**src/design/yrgb_pkg.sv**
```systemverilog
package yrgb_pkg;

  // Field widths fixed by the pixel stream and result format
  localparam int PIX_W      = 8;
  localparam int RGB_W      = 16;
  localparam int IDX_W      = 24;
  localparam int CFG_DATA_W = 13;
  localparam int CFG_IDX_W  = 4;

  // Largest supported square side
  localparam int MAX_SIDE_DEF = 4096;

  // Register indexes on the configuration port
  localparam logic [CFG_IDX_W-1:0] REG_FRAME_WIDTH  = CFG_IDX_W'(0);
  localparam logic [CFG_IDX_W-1:0] REG_FRAME_HEIGHT = CFG_IDX_W'(1);

  // Frame size after reset
  localparam logic [CFG_DATA_W-1:0] FRAME_WIDTH_RST  = CFG_DATA_W'(720);
  localparam logic [CFG_DATA_W-1:0] FRAME_HEIGHT_RST = CFG_DATA_W'(720);

  // BT.601 limited-range conversion, 8 fractional bits
  localparam int SUM_W = 20;
  localparam logic signed [SUM_W-1:0] C_Y_R   = 20'sd298;
  localparam logic signed [SUM_W-1:0] C_V_R   = 20'sd409;
  localparam logic signed [SUM_W-1:0] C_U_G   = 20'sd100;
  localparam logic signed [SUM_W-1:0] C_V_G   = 20'sd208;
  localparam logic signed [SUM_W-1:0] C_U_B   = 20'sd516;
  localparam logic signed [SUM_W-1:0] C_ROUND = 20'sd128;
  localparam logic signed [8:0]       Y_OFS   = 9'sd16;
  localparam logic signed [8:0]       C_OFS   = 9'sd128;

endpackage

```
**src/design/yuv_to_rgb565_crop_rotate_core.sv**
```systemverilog
// YUV to RGB565 converter with centered square crop and rotated index.
//
// Input channel (in_*): one pixel per beat in raster order, luma plus the
// chroma pair of its 2x2 block. Pixels outside the centered square of side
// S = min(width, height) are accepted and dropped without a result.
// Output channel (out_*): RGB565 pixel, destination index i*S + (S-1-j) for
// a 90-degree clockwise rotation, and a flag on the last pixel of the square.
// Config channel (cfg_*): frame_width at index 0, frame_height at index 1.
// A write to either register restarts the frame at column 0, row 0; a write
// to any other index is ignored. cfg_ready is always high.
//
// From input beat to output beat a pixel passes one input stage that
// locates the pixel in the square, then one stage with the color math and the
// i*S multiplier feeding the output register. Throughput is one pixel per
// cycle. When the receiver stalls, the output register holds and the input
// stage fills; in_ready drops only while both are full and out_ready is low.
// Reset clears the counters and pipeline valids and loads a 720x720 frame.
module yuv_to_rgb565_crop_rotate_core #(
  parameter int MAX_SIDE = yrgb_pkg::MAX_SIDE_DEF
) (
  input  logic                             clk,
  input  logic                             rst_n,
  input  logic                             in_valid,
  output logic                             in_ready,
  input  logic [yrgb_pkg::PIX_W-1:0]       in_luma,
  input  logic [yrgb_pkg::PIX_W-1:0]       in_chroma_blue,
  input  logic [yrgb_pkg::PIX_W-1:0]       in_chroma_red,
  output logic                             out_valid,
  input  logic                             out_ready,
  output logic [yrgb_pkg::RGB_W-1:0]       out_rgb_pixel,
  output logic [yrgb_pkg::IDX_W-1:0]       out_dest_index,
  output logic                             out_last_pixel,
  input  logic                             cfg_valid,
  output logic                             cfg_ready,
  input  logic [yrgb_pkg::CFG_IDX_W-1:0]   cfg_index,
  input  logic [yrgb_pkg::CFG_DATA_W-1:0]  cfg_data
);

  localparam int CW = $clog2(MAX_SIDE);
  localparam int DW = $clog2(MAX_SIDE + 1);
  localparam int PW = CW + DW;
  localparam int SW = yrgb_pkg::SUM_W;

  typedef struct packed {
    logic [CW-1:0] w_m1;
    logic [CW-1:0] h_m1;
    logic [DW-1:0] side;
    logic [CW-1:0] side_m1;
    logic [DW-1:0] x0;
    logic [DW-1:0] x1;
    logic [DW-1:0] y0;
    logic [DW-1:0] y1;
  } geo_t;

  // Clamp a raw register value to 1..MAX_SIDE
  function automatic logic [DW-1:0] eff_dim(input logic [yrgb_pkg::CFG_DATA_W-1:0] v);
    logic [DW-1:0] d;
    if (v == '0) begin
      d = DW'(1);
    end else if (32'(v) > 32'(MAX_SIDE)) begin
      d = DW'(MAX_SIDE);
    end else begin
      d = DW'(v);
    end
    return d;
  endfunction

  // Square side and window bounds for a frame size
  function automatic geo_t calc_geo(input logic [yrgb_pkg::CFG_DATA_W-1:0] wr,
                                    input logic [yrgb_pkg::CFG_DATA_W-1:0] hr);
    geo_t g;
    logic [DW-1:0] w;
    logic [DW-1:0] h;
    logic [DW-1:0] s;
    w = eff_dim(wr);
    h = eff_dim(hr);
    s = (w < h) ? w : h;
    g.w_m1    = CW'(w - DW'(1));
    g.h_m1    = CW'(h - DW'(1));
    g.side    = s;
    g.side_m1 = CW'(s - DW'(1));
    g.x0      = (w - s) >> 1;
    g.y0      = (h - s) >> 1;
    g.x1      = g.x0 + s;
    g.y1      = g.y0 + s;
    return g;
  endfunction

  // Scale by 1/256 with floor, then clamp to 0..255
  function automatic logic [7:0] scale_clamp(input logic signed [SW-1:0] x);
    logic signed [SW-1:0] t;
    logic [7:0] c;
    t = x >>> 8;
    if (t < 0) begin
      c = 8'd0;
    end else if (t > 255) begin
      c = 8'd255;
    end else begin
      c = t[7:0];
    end
    return c;
  endfunction

  // Configuration registers and derived geometry
  logic [yrgb_pkg::CFG_DATA_W-1:0] fw_r, fh_r, fw_nxt, fh_nxt;
  geo_t geo_r;
  logic cfg_we, cfg_hit;

  assign cfg_ready = 1'b1;
  assign cfg_we    = cfg_valid && cfg_ready;
  assign cfg_hit   = cfg_we && (cfg_index == yrgb_pkg::REG_FRAME_WIDTH ||
                                cfg_index == yrgb_pkg::REG_FRAME_HEIGHT);

  always_comb begin
    fw_nxt = fw_r;
    fh_nxt = fh_r;
    if (cfg_we && cfg_index == yrgb_pkg::REG_FRAME_WIDTH) begin
      fw_nxt = cfg_data;
    end
    if (cfg_we && cfg_index == yrgb_pkg::REG_FRAME_HEIGHT) begin
      fh_nxt = cfg_data;
    end
  end

  always_ff @(posedge clk) begin
    if (!rst_n) begin
      fw_r  <= yrgb_pkg::FRAME_WIDTH_RST;
      fh_r  <= yrgb_pkg::FRAME_HEIGHT_RST;
      geo_r <= calc_geo(yrgb_pkg::FRAME_WIDTH_RST, yrgb_pkg::FRAME_HEIGHT_RST);
    end else if (cfg_hit) begin
      fw_r  <= fw_nxt;
      fh_r  <= fh_nxt;
      geo_r <= calc_geo(fw_nxt, fh_nxt);
    end
  end

  // Pipeline handshake
  logic s1_v_r, out_v_r;
  logic s2_adv, s1_adv, in_acc;

  assign s2_adv    = !out_v_r || out_ready;
  assign s1_adv    = !s1_v_r || s2_adv;
  assign in_ready  = s1_adv;
  assign in_acc    = in_valid && in_ready;
  assign out_valid = out_v_r;

  // Position counters
  logic [CW-1:0] col_r, row_r, col_nxt, row_nxt;

  always_comb begin
    col_nxt = col_r;
    row_nxt = row_r;
    if (cfg_hit) begin
      col_nxt = '0;
      row_nxt = '0;
    end else if (in_acc) begin
      if (col_r == geo_r.w_m1) begin
        col_nxt = '0;
        row_nxt = (row_r == geo_r.h_m1) ? '0 : row_r + CW'(1);
      end else begin
        col_nxt = col_r + CW'(1);
      end
    end
  end

  always_ff @(posedge clk) begin
    if (!rst_n) begin
      col_r <= '0;
      row_r <= '0;
    end else begin
      col_r <= col_nxt;
      row_r <= row_nxt;
    end
  end

  // Locate the pixel in the square
  logic keep;
  logic [CW-1:0] sq_i, sq_j;

  assign keep = (DW'(col_r) >= geo_r.x0) && (DW'(col_r) < geo_r.x1) &&
                (DW'(row_r) >= geo_r.y0) && (DW'(row_r) < geo_r.y1);
  assign sq_i = CW'(DW'(col_r) - geo_r.x0);
  assign sq_j = CW'(DW'(row_r) - geo_r.y0);

  // Input stage
  logic [yrgb_pkg::PIX_W-1:0] s1_luma_r, s1_cb_r, s1_cr_r;
  logic [CW-1:0] s1_i_r, s1_j_r, s1_side_m1_r;
  logic [DW-1:0] s1_side_r;
  logic          s1_last_r;

  always_ff @(posedge clk) begin
    if (!rst_n) begin
      s1_v_r <= 1'b0;
    end else if (s1_adv) begin
      s1_v_r <= in_acc && keep;
    end
  end

  always_ff @(posedge clk) begin
    if (s1_adv) begin
      s1_luma_r    <= in_luma;
      s1_cb_r      <= in_chroma_blue;
      s1_cr_r      <= in_chroma_red;
      s1_i_r       <= sq_i;
      s1_j_r       <= sq_j;
      s1_side_r    <= geo_r.side;
      s1_side_m1_r <= geo_r.side_m1;
      s1_last_r    <= (sq_i == geo_r.side_m1) && (sq_j == geo_r.side_m1);
    end
  end

  // Color conversion
  logic signed [8:0]    y9, u9, v9;
  logic signed [SW-1:0] yw, uw, vw, r_sum, g_sum, b_sum;
  logic [7:0]           r8, g8, b8;

  assign y9 = $signed({1'b0, s1_luma_r}) - yrgb_pkg::Y_OFS;
  assign u9 = $signed({1'b0, s1_cb_r}) - yrgb_pkg::C_OFS;
  assign v9 = $signed({1'b0, s1_cr_r}) - yrgb_pkg::C_OFS;
  assign yw = SW'(y9);
  assign uw = SW'(u9);
  assign vw = SW'(v9);

  assign r_sum = yrgb_pkg::C_Y_R * yw + yrgb_pkg::C_V_R * vw + yrgb_pkg::C_ROUND;
  assign g_sum = yrgb_pkg::C_Y_R * yw - yrgb_pkg::C_U_G * uw - yrgb_pkg::C_V_G * vw
               + yrgb_pkg::C_ROUND;
  assign b_sum = yrgb_pkg::C_Y_R * yw + yrgb_pkg::C_U_B * uw + yrgb_pkg::C_ROUND;

  assign r8 = scale_clamp(r_sum);
  assign g8 = scale_clamp(g_sum);
  assign b8 = scale_clamp(b_sum);

  // Rotated destination index
  logic [PW-1:0] prod;
  logic [CW-1:0] mirror_j;
  logic [PW:0]   idx_sum;

  assign prod     = PW'(s1_i_r) * PW'(s1_side_r);
  assign mirror_j = s1_side_m1_r - s1_j_r;
  assign idx_sum  = (PW + 1)'(prod) + (PW + 1)'(mirror_j);

  // Output register
  logic [yrgb_pkg::RGB_W-1:0] rgb_r;
  logic [yrgb_pkg::IDX_W-1:0] idx_r;
  logic                       last_r;

  always_ff @(posedge clk) begin
    if (!rst_n) begin
      out_v_r <= 1'b0;
    end else if (s2_adv) begin
      out_v_r <= s1_v_r;
    end
  end

  always_ff @(posedge clk) begin
    if (s2_adv) begin
      rgb_r  <= {r8[7:3], g8[7:2], b8[7:3]};
      idx_r  <= yrgb_pkg::IDX_W'(idx_sum);
      last_r <= s1_last_r;
    end
  end

  assign out_rgb_pixel  = rgb_r;
  assign out_dest_index = idx_r;
  assign out_last_pixel = last_r;

endmodule

```
**config.mk**
```make
export PLATFORM = sky130hd
export DESIGN_NAME = yuv_to_rgb565_crop_rotate_core
export DESIGN_NICKNAME = d
export VERILOG_FILES = /design/src/design/yrgb_pkg.sv /design/src/design/yuv_to_rgb565_crop_rotate_core.sv
export SDC_FILE = /design/constraint.sdc
export NUM_CORES = 1
export LEC_CHECK = 0
export BUFFER_PORTS_ARGS = -buffer_cell sky130_fd_sc_hd__clkbuf_2
export CORE_ASPECT_RATIO = 0.7
export CORE_MARGIN = 8
export CORE_UTILIZATION = 45
export CTS_CLUSTER_SIZE = 25
export DETAILED_ROUTE_END_ITERATION = 10
export PLACE_DENSITY = 0.63
export SETUP_SLACK_MARGIN = 0.05
export SLEW_MARGIN = 20
export SYNTH_ARGS = -nofsm -noshare
export SYNTH_HDL_FRONTEND = slang
export SYNTH_SLANG_ARGS = --single-unit
```
**constraint.sdc**
```tcl
create_clock -name clk -period 7.67 [get_ports clk]
set_clock_uncertainty 0.1 [all_clocks]
set_input_delay 0.3835 -clock clk [delete_from_list [all_inputs] [get_ports clk]]
set_output_delay 0.3835 -clock clk [all_outputs]
set_load 0.05 [all_outputs]
```
Word level (Yosys, flattened, before mapping). Cells that the tools add are included.

Flip-flop bits (word level): 266. Word-level logic and storage cells: 110. Input bits: 46. Output and inout port bits: 44.

Multipliers: 6. Equal/unequal tests: 5. Multiplexer cells: 16. Add/subtract/negate cells: 23. Bitwise operators: 1. Magnitude comparators: 13. Reductions and logical operators: 19.

Operators with widths (number): $mux W13 (11); $add A20 B9 Y20 const B (3); $eq A12 B12 Y1 (4); $gt A12 B9 Y1 const B (3); $lt A12 B1 Y1 const B (3); $mul A9 B9 Y18 const A (2); $sub A12 B1 Y12 const B (3); $sub A12 B12 Y12 (3); $add A12 B13 Y13 (2); $gt A13 B13 Y1 const B (2); $logic_not A13 Y1 (2); $lt A12 B13 Y1 (2); $sub A13 B13 Y13 (2); $add A12 B1 Y12 const B (2); $add A24 B12 Y24 (1); $ge A12 B12 Y1 (2); $mul A12 B13 Y24 (1); $mux W12 (2); $mux W8 (3); $add A19 B19 Y20 (1); $add A19 B20 Y20 (1); $sub A19 B17 Y20 (1); $sub A20 B18 Y20 (1); $mul A10 B9 Y19 const A (1); other kinds (13) (25).

Logic depth before layout (Yosys ltp).
Depth after elaboration: 12. Gate-level depth with buffers: 34. Mapped depth without buffers: 32.

Worst setup path before layout. OpenSTA, ideal clock, no wires.

Kind: reg2reg. Start: register s1_luma_r[4] (netlist name). End: register rgb_r (netlist bit out_rgb_pixel[10]) (data pin). Buffers on the path: 1. Arrival time: 6.803 ns. Period minus slack after synthesis: 7.157 ns. Cell stages (with the launch flop): 30. Library setup time: 0.254 ns. Setup slack: 0.513 ns. Cell sequence: edfxtp_1 > inv_1 > ha_1 > or3b_2 > clkbuf_1 > inv_1 > ha_1 > ha_1 > fa_1 > fa_1 > ha_1 > ha_1 > inv_1 > o21bai_1 > a21oi_1 > o21ai_0 > a21o_1 > a21o_1 > xor2_1 > inv_1 > fa_1 > inv_1 > ha_1 > ha_1 > a21o_1 > o21ai_0 > o311ai_0 > o41ai_1 > nand3_1 > o21a_1.

Word-level cells in the longest chain between the ends: 7.

Ends and longest elaborated chain: from (decl) (RTL line yuv_to_rgb565_crop_rotate_core.sv:186) `logic [yrgb_pkg::PIX_W-1:0] s1_luma_r, s1_cb_r, s1_cr_r;`; from (signal assigned) (RTL line yuv_to_rgb565_crop_rotate_core.sv:201) `s1_luma_r <= in_luma;`; $sub A8 B5 Y9 * (RTL line yuv_to_rgb565_crop_rotate_core.sv:217) `assign y9 = $signed({1'b0, s1_luma_r}) - yrgb_pkg::Y_OFS;`; $mul A9 B9 Y18 * (RTL line yuv_to_rgb565_crop_rotate_core.sv:225) `assign g_sum = yrgb_pkg::C_Y_R * yw - yrgb_pkg::C_U_G * uw - yrgb_pkg::C_V_G * vw`; $sub A19 B17 Y20 * (RTL line yuv_to_rgb565_crop_rotate_core.sv:225); $sub A20 B18 Y20 * (RTL line yuv_to_rgb565_crop_rotate_core.sv:225); $add A20 B9 Y20 * (RTL line yuv_to_rgb565_crop_rotate_core.sv:226) `+ yrgb_pkg::C_ROUND;`; $gt A12 B9 Y1 (RTL line yuv_to_rgb565_crop_rotate_core.sv:96) `end else if (t > 255) begin`; $mux W8 (RTL line yuv_to_rgb565_crop_rotate_core.sv:96); to (signal assigned) (RTL line yuv_to_rgb565_crop_rotate_core.sv:257) `rgb_r <= {r8[7:3], g8[7:2], b8[7:3]};`; to (decl) (RTL line yuv_to_rgb565_crop_rotate_core.sv:243) `logic [yrgb_pkg::RGB_W-1:0] rgb_r;`.

Every way passes the cells marked *; elsewhere a longest branch is shown, timed or not. A chain may end at the register's enable or synchronous reset.

Worst setup path in the final report.
Start: register s1_luma_r[4] (netlist name). End: register rgb_r (netlist bit out_rgb_pixel[5]) (data pin).

The elaborated chain is that of the path after synthesis.

==> impl_metrics.tcl <==
set metrics [dict create \
    grt.total_usage_pct 21.6 \
    critPathKind "reg2reg" \
    syn_area_per_cell_sq_um 9.26 \
    clk_path_buf_depth 3 \
    slowest_stage "fa_1" \
    synth_top_area_cell "ha_1" \
    path_max_fanout 6 \
    setup_violations 0 \
    p_leak_nw 14.7 \
    antenna_found_initial 0 \
    io_buffers 88 \
    ant_nets 0 \
    synth_top_area_share_pct 19.7 \
    crit_arrival_ns 7.51 \
    num_vias 21000 \
    grt_pass1_wl_mm 116 \
    min_period_over_period_pct 95.4 \
    yosys-top-cells-area "ha_1 20%, fa_1 14%, edfxtp_1 13%" \
    fp-row-count 75 \
    cts_root_buf "clkbuf_16" \
    initial_utilization_pct 45.2 \
    fp.dieW_microns 308 \
    drc_errors 0 \
    period_needed_ns 7.32 \
    drive_gt1_share_pct 8.54 \
    clkTransAtPathRegs_ns 0.06 \
    synth_cells 2903 \
    grt_overflow 0 \
    drv_cap 0 \
    fp.dieH_microns 220 \
    dr.pass1.iters 5 \
    nNetsFinal 3684 \
    area_growth_pct 11.3 \
    startpoint_type "flop" \
    critPathRequiredTime_ns 7.86 \
    ctsHtreeMaxLevel 2 \
    end_kind "flop" \
    fin_total_pwr_mw 13.0 \
    power.density_nw_per_um2 436 \
    ys.flop_type "dfxtp_1" \
    grt_max_degree 89 \
    layout_common_cells "427 x inv_1, 422 x ha_1, 281 x nand2_1" \
    clkLatencyLatePin_ns 0.57 \
    slew_headroom_pct 33.0 \
    core_sq_um 59500 \
    cts_buffers 34 \
    ys_ff_latch 266 \
    cts_tree "yes" \
    dieArea_sq_um 67900 \
    tightest_slew_ns 1.00 \
    async_flop_share_pct 0 \
    setup_slack_ns 0.350 \
    layout_commonest_cell "inv_1" \
    finalWirelength_mm 73.1 \
    clock_sinks 266 \
    hold_violations 0 \
    synth_warnings 0 \
    syn-cell-area_sq_um 26900 \
    rsz0062_at_grt "false" \
    drv_slew 0 \
    ir_worst_vdd_mv 0.550 \
    syn-num-nets 3567 \
    hp-class "in2reg" \
    synth_edf_count 115 \
    post-place-ws_ns 0.0588 \
    dr.first_iter.drc_count 1623 \
    routabilityCongestion 0.939 \
    cp_slowest_stage_delay_ns 0.55 \
    num_io_pins 90 \
    ys_seq_area_share_pct 24.1 \
    status "finished clean" \
    detail_route.vias_per_cell 5.44 \
    dp.final_hpwl_mm 59.7 \
    grt_pass1_vias 20700 \
    wire_per_inst_microns 19.0 \
    fmax_mhz 137 \
    synthDistinctLibCells 80 \
    tns_ns 0 \
]
## cells in the mapped netlist, types with 20 or more instances
library cell and number:
a21boi_0 36, a21o_1 51, a21oi_1 121, and2_1 74, and3_1 26, clkbuf_1 68
dfxtp_1 151, edfxtp_1 115, fa_1 194, ha_1 424, inv_1 430, mux2i_1 35
nand2_1 282, nand3_1 60, nand4_1 20, nor2_1 130, nor2b_1 41, nor3_1 43
o211a_1 20, o211ai_1 35, o21a_1 21, o21ai_0 83, o21bai_1 23, or3_1 34
xnor2_1 116, xor2_1 89
## cell type report
| class | count | area (sq um) |
|---|---|---|
| Antenna cell | 1 | 2.50 |
| Clock buffer | 44 | 930 |
| Clock inverter | 17 | 170 |
| Fill cell | 5483 | 29600 |
| Inverter | 430 | 1610 |
| Multi-Input combinational cell | 2125 | 18600 |
| Sequential cell | 266 | 6480 |
| Tap cell | 808 | 1010 |
| Timing Repair Buffer | 163 | 1070 |
## worst max-delay path, delay by kind of cell, from the launching register on
family | cells | cell delay, ns
AO/OA/AOI/OAI | 11 | 1.79
adder cells (fa/ha/maj) | 10 | 3.76
AND/OR/NAND/NOR | 3 | 0.43
flip-flops | 1 | 0.39
buffers and inverters | 6 | 0.43
XOR/XNOR | 1 | 0.16
## metal layers
metal,GRT usage (%),vias to the layer above,wire (microns)
met2,30.0,696,28200
met3,5.73,82,6920
met4,4.53,0,1250
met5,0,-,0
li1,-,10000,-
met1,33.2,10200,36700
## path summary, 6_finish.rpt
check                                   endpoint  depth (start not counted)              startpoint  slack, ns
hold / removal              fh_r[7]$_SDFFE_PN1P_                          3             cfg_data[7]       0.04
setup reg to reg  out_rgb_pixel[5]$_SDFFCE_PN0P_                         31  s1_luma_r[4]$_DFFE_PN_       0.35
hold reg to reg           s1_side_r[5]$_DFFE_PN_                          0  geo_r[69]$_SDFFE_PN0P_       0.33
setup / recovery  out_rgb_pixel[5]$_SDFFCE_PN0P_                         31  s1_luma_r[4]$_DFFE_PN_       0.35
## stage by stage
stage	hold slack, ns	area [sq um]	std cells	utilization, %
floorplan	0.300	26900	2903	-
global placement	0.315	28400	3764	47.7
detailed placement	0.314	28400	3764	47.7
CTS	0.0128	29700	3849	49.9
global route	0.0576	29900	3853	50.3
finish	0.0424	29900	3854	50.3
## kinds of logic (layout without fill, tap and decap cells)
family                   count (synthesis)  in the layout  share of synthesized area, %
AND/OR/NAND/NOR                        780            780                          14.0
adder cells (fa/ha/maj)                618            618                          34.2
buffers and inverters                  512            654                          7.29
AO/OA/AOI/OAI                          482            482                          12.2
flip-flops                             266            266                          24.1
XOR/XNOR                               205            205                          6.68
multiplexers                            39             39                          1.49
other                                    1              2                        0.0140
## sequential cells by signal (all words and copies together) (netlist names)
| signal | flops |
|---|---|
| geo_r | 99 |
| row_r | 12 |
| s1_side_r | 13 |
| fw_r | 13 |
| fh_r | 13 |
| s1_cr_r | 8 |
| s1_v_r | 1 |
| s1_luma_r | 8 |
| out_last_pixel | 1 |
| out_rgb_pixel | 16 |
| s1_side_m1_r | 12 |
| out_dest_index | 24 |
| out_valid | 1 |
| s1_i_r | 12 |
| s1_j_r | 12 |
| s1_cb_r | 8 |
| col_r | 12 |
| s1_last_r | 1 |
## report_power, final
part / internal, mW / total (mW) / switching (mW)
Sequential: 1.85 / 2.03 / 0.181
Clock: 0.935 / 1.62 / 0.690
Combinational: 3.90 / 9.38 / 5.47
## timing repair
| item | in CTS | in global routing |
|---|---|---|
| buffers inserted | 0 | 4 |
| gates resized for setup | 2 | 32 |
| endpoints found under the hold margin | 24 | 0 |
| setup endpoints to repair | 10 | 15 |
| hold buffers | 24 | 0 |
| pin swaps | 0 | 12 |
No activity file was read; power rests on OpenSTA's default activity.
